### config.mk
export PLATFORM = sky130hd
export DESIGN_NAME = cascaded_8259_interrupt_controller_pair
export DESIGN_NICKNAME = d
export VERILOG_FILES = /design/src/hw/rtl/pic_pkg.sv /design/src/hw/rtl/pic_core.sv /design/src/hw/rtl/cascaded_8259_interrupt_controller_pair.sv
export SDC_FILE = /design/constraint.sdc
export NUM_CORES = 1
export LEC_CHECK = 0
export BUFFER_PORTS_ARGS = -buffer_cell sky130_fd_sc_hd__buf_4
export CAP_MARGIN = 20
export CORE_ASPECT_RATIO = 1.4
export CORE_UTILIZATION = 40
export DETAILED_ROUTE_END_ITERATION = 12
export MAX_ROUTING_LAYER = met4
export PLACE_DENSITY = 0.68
export SYNTH_ARGS = -nofsm -noshare
export SYNTH_HDL_FRONTEND = slang
export SYNTH_SLANG_ARGS = --single-unit
### constraint.sdc
create_clock -name i_clk -period 8.14 [get_ports i_clk]
set_input_delay 1.221 -clock i_clk [delete_from_list [all_inputs] [get_ports i_clk]]
set_output_delay 1.221 -clock i_clk [all_outputs]
set_load 0.01 [all_outputs]
### src/hw/rtl/pic_pkg.sv
// Shared types, port offsets and helpers for the cascaded interrupt controller pair.
`default_nettype none
package pic_pkg;

    typedef enum logic [1:0] {
        OP_READ  = 2'd0,
        OP_WRITE = 2'd1,
        OP_RAISE = 2'd2,
        OP_NONE  = 2'd3
    } t_op;

    typedef enum logic [1:0] {
        PH_OPER = 2'd0,
        PH_ICW2 = 2'd1,
        PH_ICW3 = 2'd2,
        PH_ICW4 = 2'd3
    } t_init_phase;

    typedef struct packed {
        logic       cmd_rd;
        logic       cmd_wr;
        logic       data_wr;
        logic       raise;
        logic [2:0] line;
    } t_pic_cmd;

    localparam logic [11:0] PORT_MASTER_CMD  = 12'h020;
    localparam logic [11:0] PORT_MASTER_DATA = 12'h021;
    localparam logic [11:0] PORT_SLAVE_CMD   = 12'h0A0;
    localparam logic [11:0] PORT_SLAVE_DATA  = 12'h0A1;
    localparam logic [11:0] PORT_ELC0        = 12'h4D0;
    localparam logic [11:0] PORT_ELC1        = 12'h4D1;

    localparam int unsigned CASCADE_BIT = 2;

    // lowest set bit, 7 when none below it is set
    function automatic logic [2:0] lowest_bit(input logic [7:0] v);
        logic [2:0] b;
        b = 3'd7;
        for (int i = 6; i >= 0; i--) begin
            if (v[i]) begin
                b = 3'(i);
            end
        end
        return b;
    endfunction

endpackage
`default_nettype wire

### src/hw/rtl/pic_core.sv
// One 8259A-style controller: request, mask and in-service registers with ICW/OCW decode.
`default_nettype none
module pic_core (
    input  wire logic              i_clk,
    input  wire logic              i_rst_n,
    input  wire logic              i_fire,
    input  wire pic_pkg::t_pic_cmd i_cmd,
    input  wire logic [7:0]        i_wdata,
    input  wire logic              i_casc_en,
    input  wire logic              i_casc_level,
    output logic [7:0]             o_cmd_rdata,
    output logic [7:0]             o_mask,
    output logic                   o_next_pending
);

    logic [7:0]           r_req, n_req;
    logic [7:0]           r_mask, n_mask;
    logic [7:0]           r_isr, n_isr;
    pic_pkg::t_init_phase r_phase, n_phase;
    logic                 r_need4, n_need4;
    logic                 r_single, n_single;
    logic                 r_show, n_show;
    logic                 r_poll, n_poll;

    logic [7:0] pend;
    logic [2:0] poll_bit;
    logic [2:0] isr_low;

    assign pend     = r_req & ~r_mask;
    assign poll_bit = pic_pkg::lowest_bit(pend);
    assign isr_low  = pic_pkg::lowest_bit(r_isr);

    always_comb begin
        if (r_poll) begin
            o_cmd_rdata = (pend == 8'd0) ? 8'd0 : {5'b10000, poll_bit};
        end else begin
            o_cmd_rdata = r_show ? r_isr : r_req;
        end
    end

    always_comb begin
        n_req    = r_req;
        n_mask   = r_mask;
        n_isr    = r_isr;
        n_phase  = r_phase;
        n_need4  = r_need4;
        n_single = r_single;
        n_show   = r_show;
        n_poll   = r_poll;
        if (i_fire) begin
            if (i_cmd.cmd_wr) begin
                if (i_wdata[4]) begin
                    n_need4  = i_wdata[0];
                    n_single = i_wdata[1];
                    n_mask   = 8'd0;
                    n_isr    = 8'd0;
                    n_show   = 1'b0;
                    n_poll   = 1'b0;
                    n_phase  = pic_pkg::PH_ICW2;
                end else if (i_wdata[3]) begin
                    if (i_wdata[2]) begin
                        n_poll = 1'b1;
                    end else if (i_wdata[1]) begin
                        n_show = i_wdata[0];
                    end
                end else if (i_wdata[5]) begin
                    if (i_wdata[6]) begin
                        n_isr[i_wdata[2:0]] = 1'b0;
                    end else if (r_isr != 8'd0) begin
                        n_isr[isr_low] = 1'b0;
                    end
                end
            end
            if (i_cmd.data_wr) begin
                unique case (r_phase)
                    pic_pkg::PH_ICW2: begin
                        n_phase = r_single ? (r_need4 ? pic_pkg::PH_ICW4 : pic_pkg::PH_OPER)
                                           : pic_pkg::PH_ICW3;
                    end
                    pic_pkg::PH_ICW3: begin
                        n_phase = r_need4 ? pic_pkg::PH_ICW4 : pic_pkg::PH_OPER;
                    end
                    pic_pkg::PH_ICW4: begin
                        n_phase = pic_pkg::PH_OPER;
                    end
                    default: begin
                        n_mask = i_wdata;
                    end
                endcase
            end
            if (i_cmd.cmd_rd && r_poll) begin
                n_poll = 1'b0;
                if (pend != 8'd0) begin
                    n_isr[poll_bit] = 1'b1;
                    n_req[poll_bit] = 1'b0;
                end
            end
            if (i_cmd.raise) begin
                n_req[i_cmd.line] = 1'b1;
            end
        end
        if (i_casc_en) begin
            n_req[pic_pkg::CASCADE_BIT] = i_casc_level;
        end
    end

    assign o_mask         = r_mask;
    assign o_next_pending = |(n_req & ~n_mask);

    always_ff @(posedge i_clk) begin
        if (!i_rst_n) begin
            r_req    <= 8'd0;
            r_mask   <= 8'd0;
            r_isr    <= 8'd0;
            r_phase  <= pic_pkg::PH_OPER;
            r_need4  <= 1'b0;
            r_single <= 1'b0;
            r_show   <= 1'b0;
            r_poll   <= 1'b0;
        end else begin
            r_req    <= n_req;
            r_mask   <= n_mask;
            r_isr    <= n_isr;
            r_phase  <= n_phase;
            r_need4  <= n_need4;
            r_single <= n_single;
            r_show   <= n_show;
            r_poll   <= n_poll;
        end
    end

endmodule
`default_nettype wire

### src/hw/rtl/cascaded_8259_interrupt_controller_pair.sv
// Top level: master/slave 8259A-style pair with edge/level control bytes behind byte ports.
//
// Input channel: i_valid / o_stall carries one beat per bus access or request
// raise (i_operation: read, write, raise). Output channel: o_valid / i_stall
// returns one beat per input beat, in order, with the read byte, the master
// interrupt level after the access, and an error flag for unsupported offsets.
// A beat is captured in the input register, decoded and applied to both
// controllers once the output register can take its result, and that result
// lands in the output register, which drives o_valid. One beat per cycle is
// sustained while i_stall is low; the state update of each beat is registered
// at the same edge as its result, so the next beat always sees it.
// While i_stall holds a result, the output register keeps it and the input
// register holds one more beat; o_stall rises only when both are full.
// Synchronous reset clears all masks, requests, in-service bits, modes and
// control bytes and empties both registers.
`default_nettype none
module cascaded_8259_interrupt_controller_pair (
    input  wire logic        i_clk,
    input  wire logic        i_rst_n,
    input  wire logic        i_valid,
    output logic             o_stall,
    input  wire logic [1:0]  i_operation,
    input  wire logic [11:0] i_port_offset,
    input  wire logic [7:0]  i_write_data,
    input  wire logic [3:0]  i_request_line,
    output logic             o_valid,
    input  wire logic        i_stall,
    output logic [7:0]       o_read_data,
    output logic             o_irq_level,
    output logic             o_access_error
);

    logic        r_in_valid;
    pic_pkg::t_op r_op;
    logic [11:0] r_off;
    logic [7:0]  r_wd;
    logic [3:0]  r_line;

    logic        r_out_valid;
    logic [7:0]  r_rd;
    logic        r_irq;
    logic        r_err;

    logic [7:0]  r_elc0, n_elc0;
    logic [7:0]  r_elc1, n_elc1;

    logic        advance;
    logic        fire;
    logic        is_rd, is_wr;
    pic_pkg::t_pic_cmd m_cmd, s_cmd;
    logic [7:0]  m_cmd_rdata, s_cmd_rdata, m_mask, s_mask;
    logic        m_pend, s_pend;
    logic [7:0]  rd;
    logic        err;

    assign advance = !r_out_valid || !i_stall;
    assign fire    = r_in_valid && advance;
    assign o_stall = r_in_valid && !advance;

    assign is_rd = (r_op == pic_pkg::OP_READ);
    assign is_wr = (r_op == pic_pkg::OP_WRITE);

    always_comb begin
        m_cmd.cmd_rd  = is_rd && (r_off == pic_pkg::PORT_MASTER_CMD);
        m_cmd.cmd_wr  = is_wr && (r_off == pic_pkg::PORT_MASTER_CMD);
        m_cmd.data_wr = is_wr && (r_off == pic_pkg::PORT_MASTER_DATA);
        m_cmd.raise   = (r_op == pic_pkg::OP_RAISE) && !r_line[3];
        m_cmd.line    = r_line[2:0];
        s_cmd.cmd_rd  = is_rd && (r_off == pic_pkg::PORT_SLAVE_CMD);
        s_cmd.cmd_wr  = is_wr && (r_off == pic_pkg::PORT_SLAVE_CMD);
        s_cmd.data_wr = is_wr && (r_off == pic_pkg::PORT_SLAVE_DATA);
        s_cmd.raise   = (r_op == pic_pkg::OP_RAISE) && r_line[3];
        s_cmd.line    = r_line[2:0];
    end

    pic_core u_master (
        .i_clk          (i_clk),
        .i_rst_n        (i_rst_n),
        .i_fire         (fire),
        .i_cmd          (m_cmd),
        .i_wdata        (r_wd),
        .i_casc_en      (1'b1),
        .i_casc_level   (s_pend),
        .o_cmd_rdata    (m_cmd_rdata),
        .o_mask         (m_mask),
        .o_next_pending (m_pend)
    );

    pic_core u_slave (
        .i_clk          (i_clk),
        .i_rst_n        (i_rst_n),
        .i_fire         (fire),
        .i_cmd          (s_cmd),
        .i_wdata        (r_wd),
        .i_casc_en      (1'b0),
        .i_casc_level   (1'b0),
        .o_cmd_rdata    (s_cmd_rdata),
        .o_mask         (s_mask),
        .o_next_pending (s_pend)
    );

    always_comb begin
        rd  = 8'd0;
        err = 1'b0;
        if (is_rd || is_wr) begin
            unique case (r_off)
                pic_pkg::PORT_MASTER_CMD:  rd = is_rd ? m_cmd_rdata : 8'd0;
                pic_pkg::PORT_MASTER_DATA: rd = is_rd ? m_mask : 8'd0;
                pic_pkg::PORT_SLAVE_CMD:   rd = is_rd ? s_cmd_rdata : 8'd0;
                pic_pkg::PORT_SLAVE_DATA:  rd = is_rd ? s_mask : 8'd0;
                pic_pkg::PORT_ELC0:        rd = is_rd ? r_elc0 : 8'd0;
                pic_pkg::PORT_ELC1:        rd = is_rd ? r_elc1 : 8'd0;
                default:                   err = 1'b1;
            endcase
        end
    end

    always_comb begin
        n_elc0 = r_elc0;
        n_elc1 = r_elc1;
        if (fire && is_wr && (r_off == pic_pkg::PORT_ELC0)) begin
            n_elc0 = r_wd;
        end
        if (fire && is_wr && (r_off == pic_pkg::PORT_ELC1)) begin
            n_elc1 = r_wd;
        end
    end

    always_ff @(posedge i_clk) begin
        if (!i_rst_n) begin
            r_in_valid  <= 1'b0;
            r_out_valid <= 1'b0;
            r_elc0      <= 8'd0;
            r_elc1      <= 8'd0;
        end else begin
            r_elc0 <= n_elc0;
            r_elc1 <= n_elc1;
            if (!o_stall) begin
                r_in_valid <= i_valid;
            end
            if (advance) begin
                r_out_valid <= r_in_valid;
            end
        end
    end

    always_ff @(posedge i_clk) begin
        if (i_valid && !o_stall) begin
            r_op   <= pic_pkg::t_op'(i_operation);
            r_off  <= i_port_offset;
            r_wd   <= i_write_data;
            r_line <= i_request_line;
        end
        if (fire) begin
            r_rd  <= rd;
            r_irq <= m_pend;
            r_err <= err;
        end
    end

    assign o_valid        = r_out_valid;
    assign o_read_data    = r_rd;
    assign o_irq_level    = r_irq;
    assign o_access_error = r_err;

endmodule
`default_nettype wire

## After elaboration in Yosys (flattened, before gate mapping)

Index checks and enable logic that the tools add are counted.

- $lt $le $gt $ge: 12
- Eq/ne operators: 15
- Muxes and demuxes: 115
- Bitwise logic cells: 23
- Reduce and logical (&&, ||, !) cells: 55

Operators by type and width:

| cell | number |
|---|---|
| 8-bit two-way mux | 50 |
| 8-bit bitwise AND | 10 |
| 8-bit inverter | 9 |
| 3-bit two-way mux | 16 |
| 8-bit one-hot mux with 6 select lines | 1 |
| 2-bit two-way mux | 18 |
| 8-bit bitwise OR | 4 |
| 8-bit nonzero test | 4 |
| 12-bit by 11-bit equality test with 1-bit output (second input constant) | 2 |
| 12-bit by 6-bit equality test with 1-bit output (second input constant) | 2 |
| 12-bit by 8-bit equality test with 1-bit output (second input constant) | 2 |
| 3-bit by 4-bit less-than comparator with 1-bit output (second input constant) | 6 |
| 1-bit logical AND | 22 |
| 1-bit two-way mux | 22 |
| 1-bit demux with 3-bit select | 6 |
| 3-bit by 1-bit >= comparator with 1-bit output (second input constant) | 6 |
| 8-bit logical NOT | 2 |
| 8-bit OR reduction | 2 |
| 2-bit one-hot mux with 3 select lines | 2 |
| 3-bit nonzero test | 4 |
| 2-bit equality test (second input constant) | 5 |
| 5-bit AND reduction | 2 |
| 4-bit AND reduction | 2 |
| 2-bit nonzero test | 4 |
| 8 further kinds | 17 |

- Register bits after elaboration: 114
- Bits of input ports: 30
- Logic and storage cells: 247

## Longest topological paths before layout

- Depth in word-level cells: 25
- Mapped depth: 10
- Depth with buffers taken out: 9

## Cells and area by module

A second synthesis with hierarchy kept.

- Cells, all modules: 650
- Area, all modules: 6,143.4 um^2

Modules (own cells, without submodules):

| module | instances | cells an instance | area an instance (um^2) | seq. area each (um^2) |
|---|---|---|---|---|
| cascaded_8259_interrupt_controller_pair | 1 | 160 | 2,318.5 | 1,441.4 |
| pic_core (u_master) | 1 | 252 | 1,913.1 | 600.6 |
| pic_core (u_slave) | 1 | 238 | 1,911.8 | 600.6 |

## Worst setup path before layout

OpenSTA, ideal clock, no wires.

- Kind: input -> register
- From: input i_stall
- To: register r_irq, in the netlist o_irq_level (data pin)
- Arrival: 3.392 ns
- Required time: 7.881 ns
- Setup slack: 4.489 ns
- Stages on the path: 9
- Buffers on the path: 1
- Cells stage by stage: a21bo_1 -> inv_1 -> clkbuf_1 -> nand2_1 -> or3b_2 -> a22oi_1 -> a2bb2oi_1 -> nand4_1 -> a211o_1

- Longest elaborated chain between the ends: 9
- Elaborated cells on any way between the ends: 13
- Classes of those cells: 4 x mux; 4 x bitwise; 5 x reduce/logical

Ends and longest elaborated chain:

| item | line | source |
|---|---|---|
| start: declaration | cascaded_8259_interrupt_controller_pair.sv:27 | `input wire logic i_stall,` |
| 1-bit logical NOT * | cascaded_8259_interrupt_controller_pair.sv:56 | `assign advance = !r_out_valid \|\| !i_stall;` |
| 1-bit logical OR * | cascaded_8259_interrupt_controller_pair.sv:56 |  |
| 1-bit logical AND * | cascaded_8259_interrupt_controller_pair.sv:57 | `assign fire = r_in_valid && advance;` |
| via fire | cascaded_8259_interrupt_controller_pair.sv:48 | `logic fire;` |
| 8-bit two-way mux | pic_core.sv:50 | `if (i_fire) begin` |
| 8-bit inverter | pic_core.sv:108 | `assign o_next_pending = \|(n_req & ~n_mask);` |
| 8-bit bitwise AND | pic_core.sv:108 |  |
| 8-bit OR reduction | pic_core.sv:108 |  |
| 8-bit bitwise AND * | pic_core.sv:108 |  |
| 8-bit OR reduction * | pic_core.sv:108 |  |
| via m_pend | cascaded_8259_interrupt_controller_pair.sv:52 | `logic m_pend, s_pend;` |
| end signal: assignment | cascaded_8259_interrupt_controller_pair.sv:156 | `r_irq <= m_pend;` |
| end: declaration | cascaded_8259_interrupt_controller_pair.sv:41 | `logic r_irq;` |

The timed path passes the listed nets; every way through them passes the cells marked *.
A chain may end at the register's enable or synchronous reset.

## Final worst setup path

- From: input i_stall
- To: register r_irq, in the netlist o_irq_level (data pin)

- Longest elaborated chain between the ends: 9
- Elaborated cells on any way between the ends: 13
- Classes of those cells: 4 x mux; 4 x bitwise; 5 x reduce/logical

Ends and longest elaborated chain:

| item | line |
|---|---|
| 1-bit logical NOT * | cascaded_8259_interrupt_controller_pair.sv:56 |
| 1-bit logical OR * | cascaded_8259_interrupt_controller_pair.sv:56 |
| 1-bit logical AND * | cascaded_8259_interrupt_controller_pair.sv:57 |
| 8-bit two-way mux | pic_core.sv:50 |
| 8-bit inverter | pic_core.sv:108 |
| 8-bit bitwise AND | pic_core.sv:108 |
| 8-bit OR reduction | pic_core.sv:108 |
| 8-bit bitwise AND * | pic_core.sv:108 |
| 8-bit OR reduction * | pic_core.sv:108 |
| via m_pend | cascaded_8259_interrupt_controller_pair.sv:52 |

Marked as above.

==> run summary <==
Maximum Capacitance Violations: 0
maximum single-stage delay on the critical path: 0.73 ns
antenna violation net count after detailed routing: 0
HPWL Detailed: 14.0 mm
area of the multi-input gates: 2900 um^2
period utilisation layout: 0.486
Core Util, Final: 0.487
synthesis-to-finish area growth: 18.6%
mean area per synthesized cell: 8.93 um^2
overflow left after global routing: 0
DR DRC count: 0
source of the worst register-to-register timing path: r_off[3]
Clock Root Buffer: sky130_fd_sc_hd__clkbuf_16
series of cell instances along the critical path: buf_4 -> a21bo_1 -> inv_1 -> nand2_1 -> nor4b_2 -> a22o_1 -> a2bb2oi_1 -> nand4_1 -> a211o_1
post-route non-filler standard cell count: 873
Top FF cell, synth: sky130_fd_sc_hd__dfxtp_1
crit path buf inv count: 2
top cells by count, synth: sky130_fd_sc_hd__dfxtp_1 (78), sky130_fd_sc_hd__a21oi_1 (75), sky130_fd_sc_hd__nor2_1 (61), sky130_fd_sc_hd__nand2_1 (59), sky130_fd_sc_hd__edfxtp_1 (36)
run status: finished clean
ratio of routed vias to standard cells: 6.13
fraction of final layout cells with drive strength greater than 1: 0.144
DIE HEIGHT: 143 um
class of the most critical setup path: in2reg
routed wire length per instance: 21.9 um
VDD IR-drop max: 0.000137 V
kind of path behind the tightest hold check: reg2reg
Final Max Slew Viols: 0
endpoint class of the critical path: flip-flop
vias: 5,349
Leak Pwr: 2.39 nW
number of violations reported at the end of detailed-routing iteration 0: 407
CTS H-Tree Depth: 4
Final Routed Wirelength: 19.1 mm
min Tclk post-route: 3.96 ns
nets: 705
CTS Buf Count: 17
first-pass iteration count of the detailed router: 5
Filler Cell Count: 1,374
via count of the first global-routing pass: 5,223
Total Power: 1.41 mW
worst-path maximum fanout: 20
pre-CTS worst setup slack: 3.82 ns
starting density of the core: 0.411
dpl cells: 838
total inserted antenna cells: 0
Relative slew margins: 0.427
largest net degree at the start of global routing: 65
source-to-sink clock delay at the later pin of the worst-skew pair: 0.42 ns
asr flop ratio synth: 0
Hold Buf Count CTS: 0
share of the yosys chip area belonging to registers: 0.463
site row count: 51
RSZ-0062 raised after global routing: false
cell area after synthesis: 5710 um^2
antenna violations before repair: 0
total number of yosys warnings: 0
final worst setup slack: 4.18 ns
Storage cell area: 2640 um^2
Yosys cell types: 66
cell with the most instances after synthesis: sky130_fd_sc_hd__dfxtp_1
GRT Overall Usage: 0.282
buffer depth of the longest clock path: 2
synthesized instance count: 640
clock input transition at the sequential cells of the worst setup and hold paths: 0.06 ns
top achievable clock speed: 253 MHz
kind of start point of the critical path: input port
WHS: 0.456 ns
area fraction of the dominant cell type after synthesis: 0.273
die extent in x: 103 um
number of flops mapped to enable cells by yosys: 36
I/O pins: 42
data arrival time of the critical path: 4.12 ns
number of port buffers: 41
final count of hold timing violations: 0
clock sink total: 114
Critical-path top delay cell: sky130_fd_sc_hd__nor4b_2
start point of the worst hold path: r_elc0[5]
post-synthesis net count: 670
largest cells by area after synthesis: sky130_fd_sc_hd__dfxtp_1 (27%), sky130_fd_sc_hd__edfxtp_1 (19%), sky130_fd_sc_hd__a21oi_1 (6.6%)
cell type with the largest total area after synthesis: sky130_fd_sc_hd__dfxtp_1
Post-CTS Setup Repair Bufs: 0
global-route wire length before repair: 29.0 mm
Tightest Pin Transition: 0.859 ns
data required time of the critical path: 8.31 ns
power density relative to cell area: 209 nW/um^2
dominant delay contributor by cell family on the critical path: simple AND/OR/NAND/NOR gates
Cell Area, Placed: 6160 um^2
GPL Wtd Cong: 1.01
standard cell core area: 13,900 um^2
post-route design area: 6770 um^2
number of gates resized after cts: 0
Critical Path Source: i_stall
post-synthesis register bit count: 114
setup TNS: 0 ns
DIE AREA: 14,800 um^2
total setup violations reported at the end of the flow: 0
largest clock skew in the final design: 0.00850 ns
clock tree from TritonCTS: yes
-- cell usage in the layout (no fill, tap or decap), drive strengths merged, types with 3 or more instances in the layout --
| cell type | count |
|---|---|
| o32a | 3 |
| nor3 | 13 |
| and3 | 10 |
| a22o | 10 |
| clkbuf | 19 |
| inv | 12 |
| mux2i | 18 |
| nand4 | 4 |
| nand2 | 59 |
| nor2 | 61 |
| o31ai | 5 |
| nand3b | 7 |
| nor2b | 25 |
| a21oi | 76 |
| nand3 | 33 |
| clkinvlp | 3 |
| a211oi | 3 |
| or3 | 5 |
| a221oi | 4 |
| and2 | 12 |
| a21o | 4 |
| nor4b | 3 |
| a2bb2oi | 3 |
| a22oi | 13 |
| a31oi | 10 |
| clkinv | 6 |
| o21bai | 3 |
| o21ai | 26 |
| o2bb2ai | 4 |
| o211ai | 7 |
| or4b | 5 |
| dfxtp | 78 |
| nand2b | 13 |
| nor3b | 4 |
| buf | 50 |
| nor4 | 6 |
| edfxtp | 36 |
| or4 | 6 |
-- report_power, final --
part / leakage [nW] / internal, mW / switching, mW
clock network: 0.276 / 0.442 / 0.285
registers: 0.976 / 0.600 / 0.0174
logic: 1.14 / 0.0280 / 0.0406
-- sequential cells by signal (all words and copies together) (netlist names), 2 cells and up --
signal	cells
o_read_data	8
u_master.r_isr	8
r_wd	8
r_line	4
u_slave.r_req	8
r_off	12
r_op	2
u_master.r_phase	2
r_elc1	8
r_elc0	8
u_slave.o_mask	8
u_slave.r_phase	2
u_slave.r_isr	8
u_master.r_req	8
u_master.o_mask	8
-- routing by layer --
| metal | track usage | routed length (um) | vias up |
|---|---|---|---|
| met5 | - | 0 | - |
| met4 | 0.179 | 1240 | 0 |
| met3 | 0.0516 | 1040 | 80 |
| met2 | 0.469 | 9700 | 238 |
| met1 | 0.307 | 7140 | 2571 |
| li1 | - | - | 2460 |
-- cells by family after synthesis --
logic type             count (synthesis)  share of synthesized area
AOI/OAI and AO/OA                    192                      0.217
buffers and inverters                 43                     0.0311
DFF                                  114                      0.463
muxes                                 20                     0.0355
and+or+nand+nor                      271                      0.254
-- worst register-to-register path, cell delays in order, from the launching register on --
cell and delay (ns):
sky130_fd_sc_hd__edfxtp_1 0.39, sky130_fd_sc_hd__or4_1 0.72, sky130_fd_sc_hd__nor4_1 0.72, sky130_fd_sc_hd__nand2_1 0.19
sky130_fd_sc_hd__or3b_2 0.52, sky130_fd_sc_hd__a22oi_1 0.23, sky130_fd_sc_hd__a2bb2oi_1 0.24, sky130_fd_sc_hd__nand4_1 0.14
sky130_fd_sc_hd__a211o_1 0.27
-- path summary, 6_finish.rpt --
kind / end / slack (ns) / cells after the start
worst min-delay path: r_elc0[5] / 0.46 / 2
worst max register to register: o_irq_level / 4.46 / 8
worst max-delay path: o_irq_level / 4.18 / 9
worst min register to register: r_elc0[5] / 0.46 / 2
-- area by class of cell --
cell class	count	area share
well taps	185	0.0342
multi-input cells	483	0.427
inverters	9	0.00499
flip-flops and latches	114	0.390
clock inverters	13	0.0188
clock buffers	19	0.0671
repair buffers	50	0.0573
(Power assumes the default switching activity.)
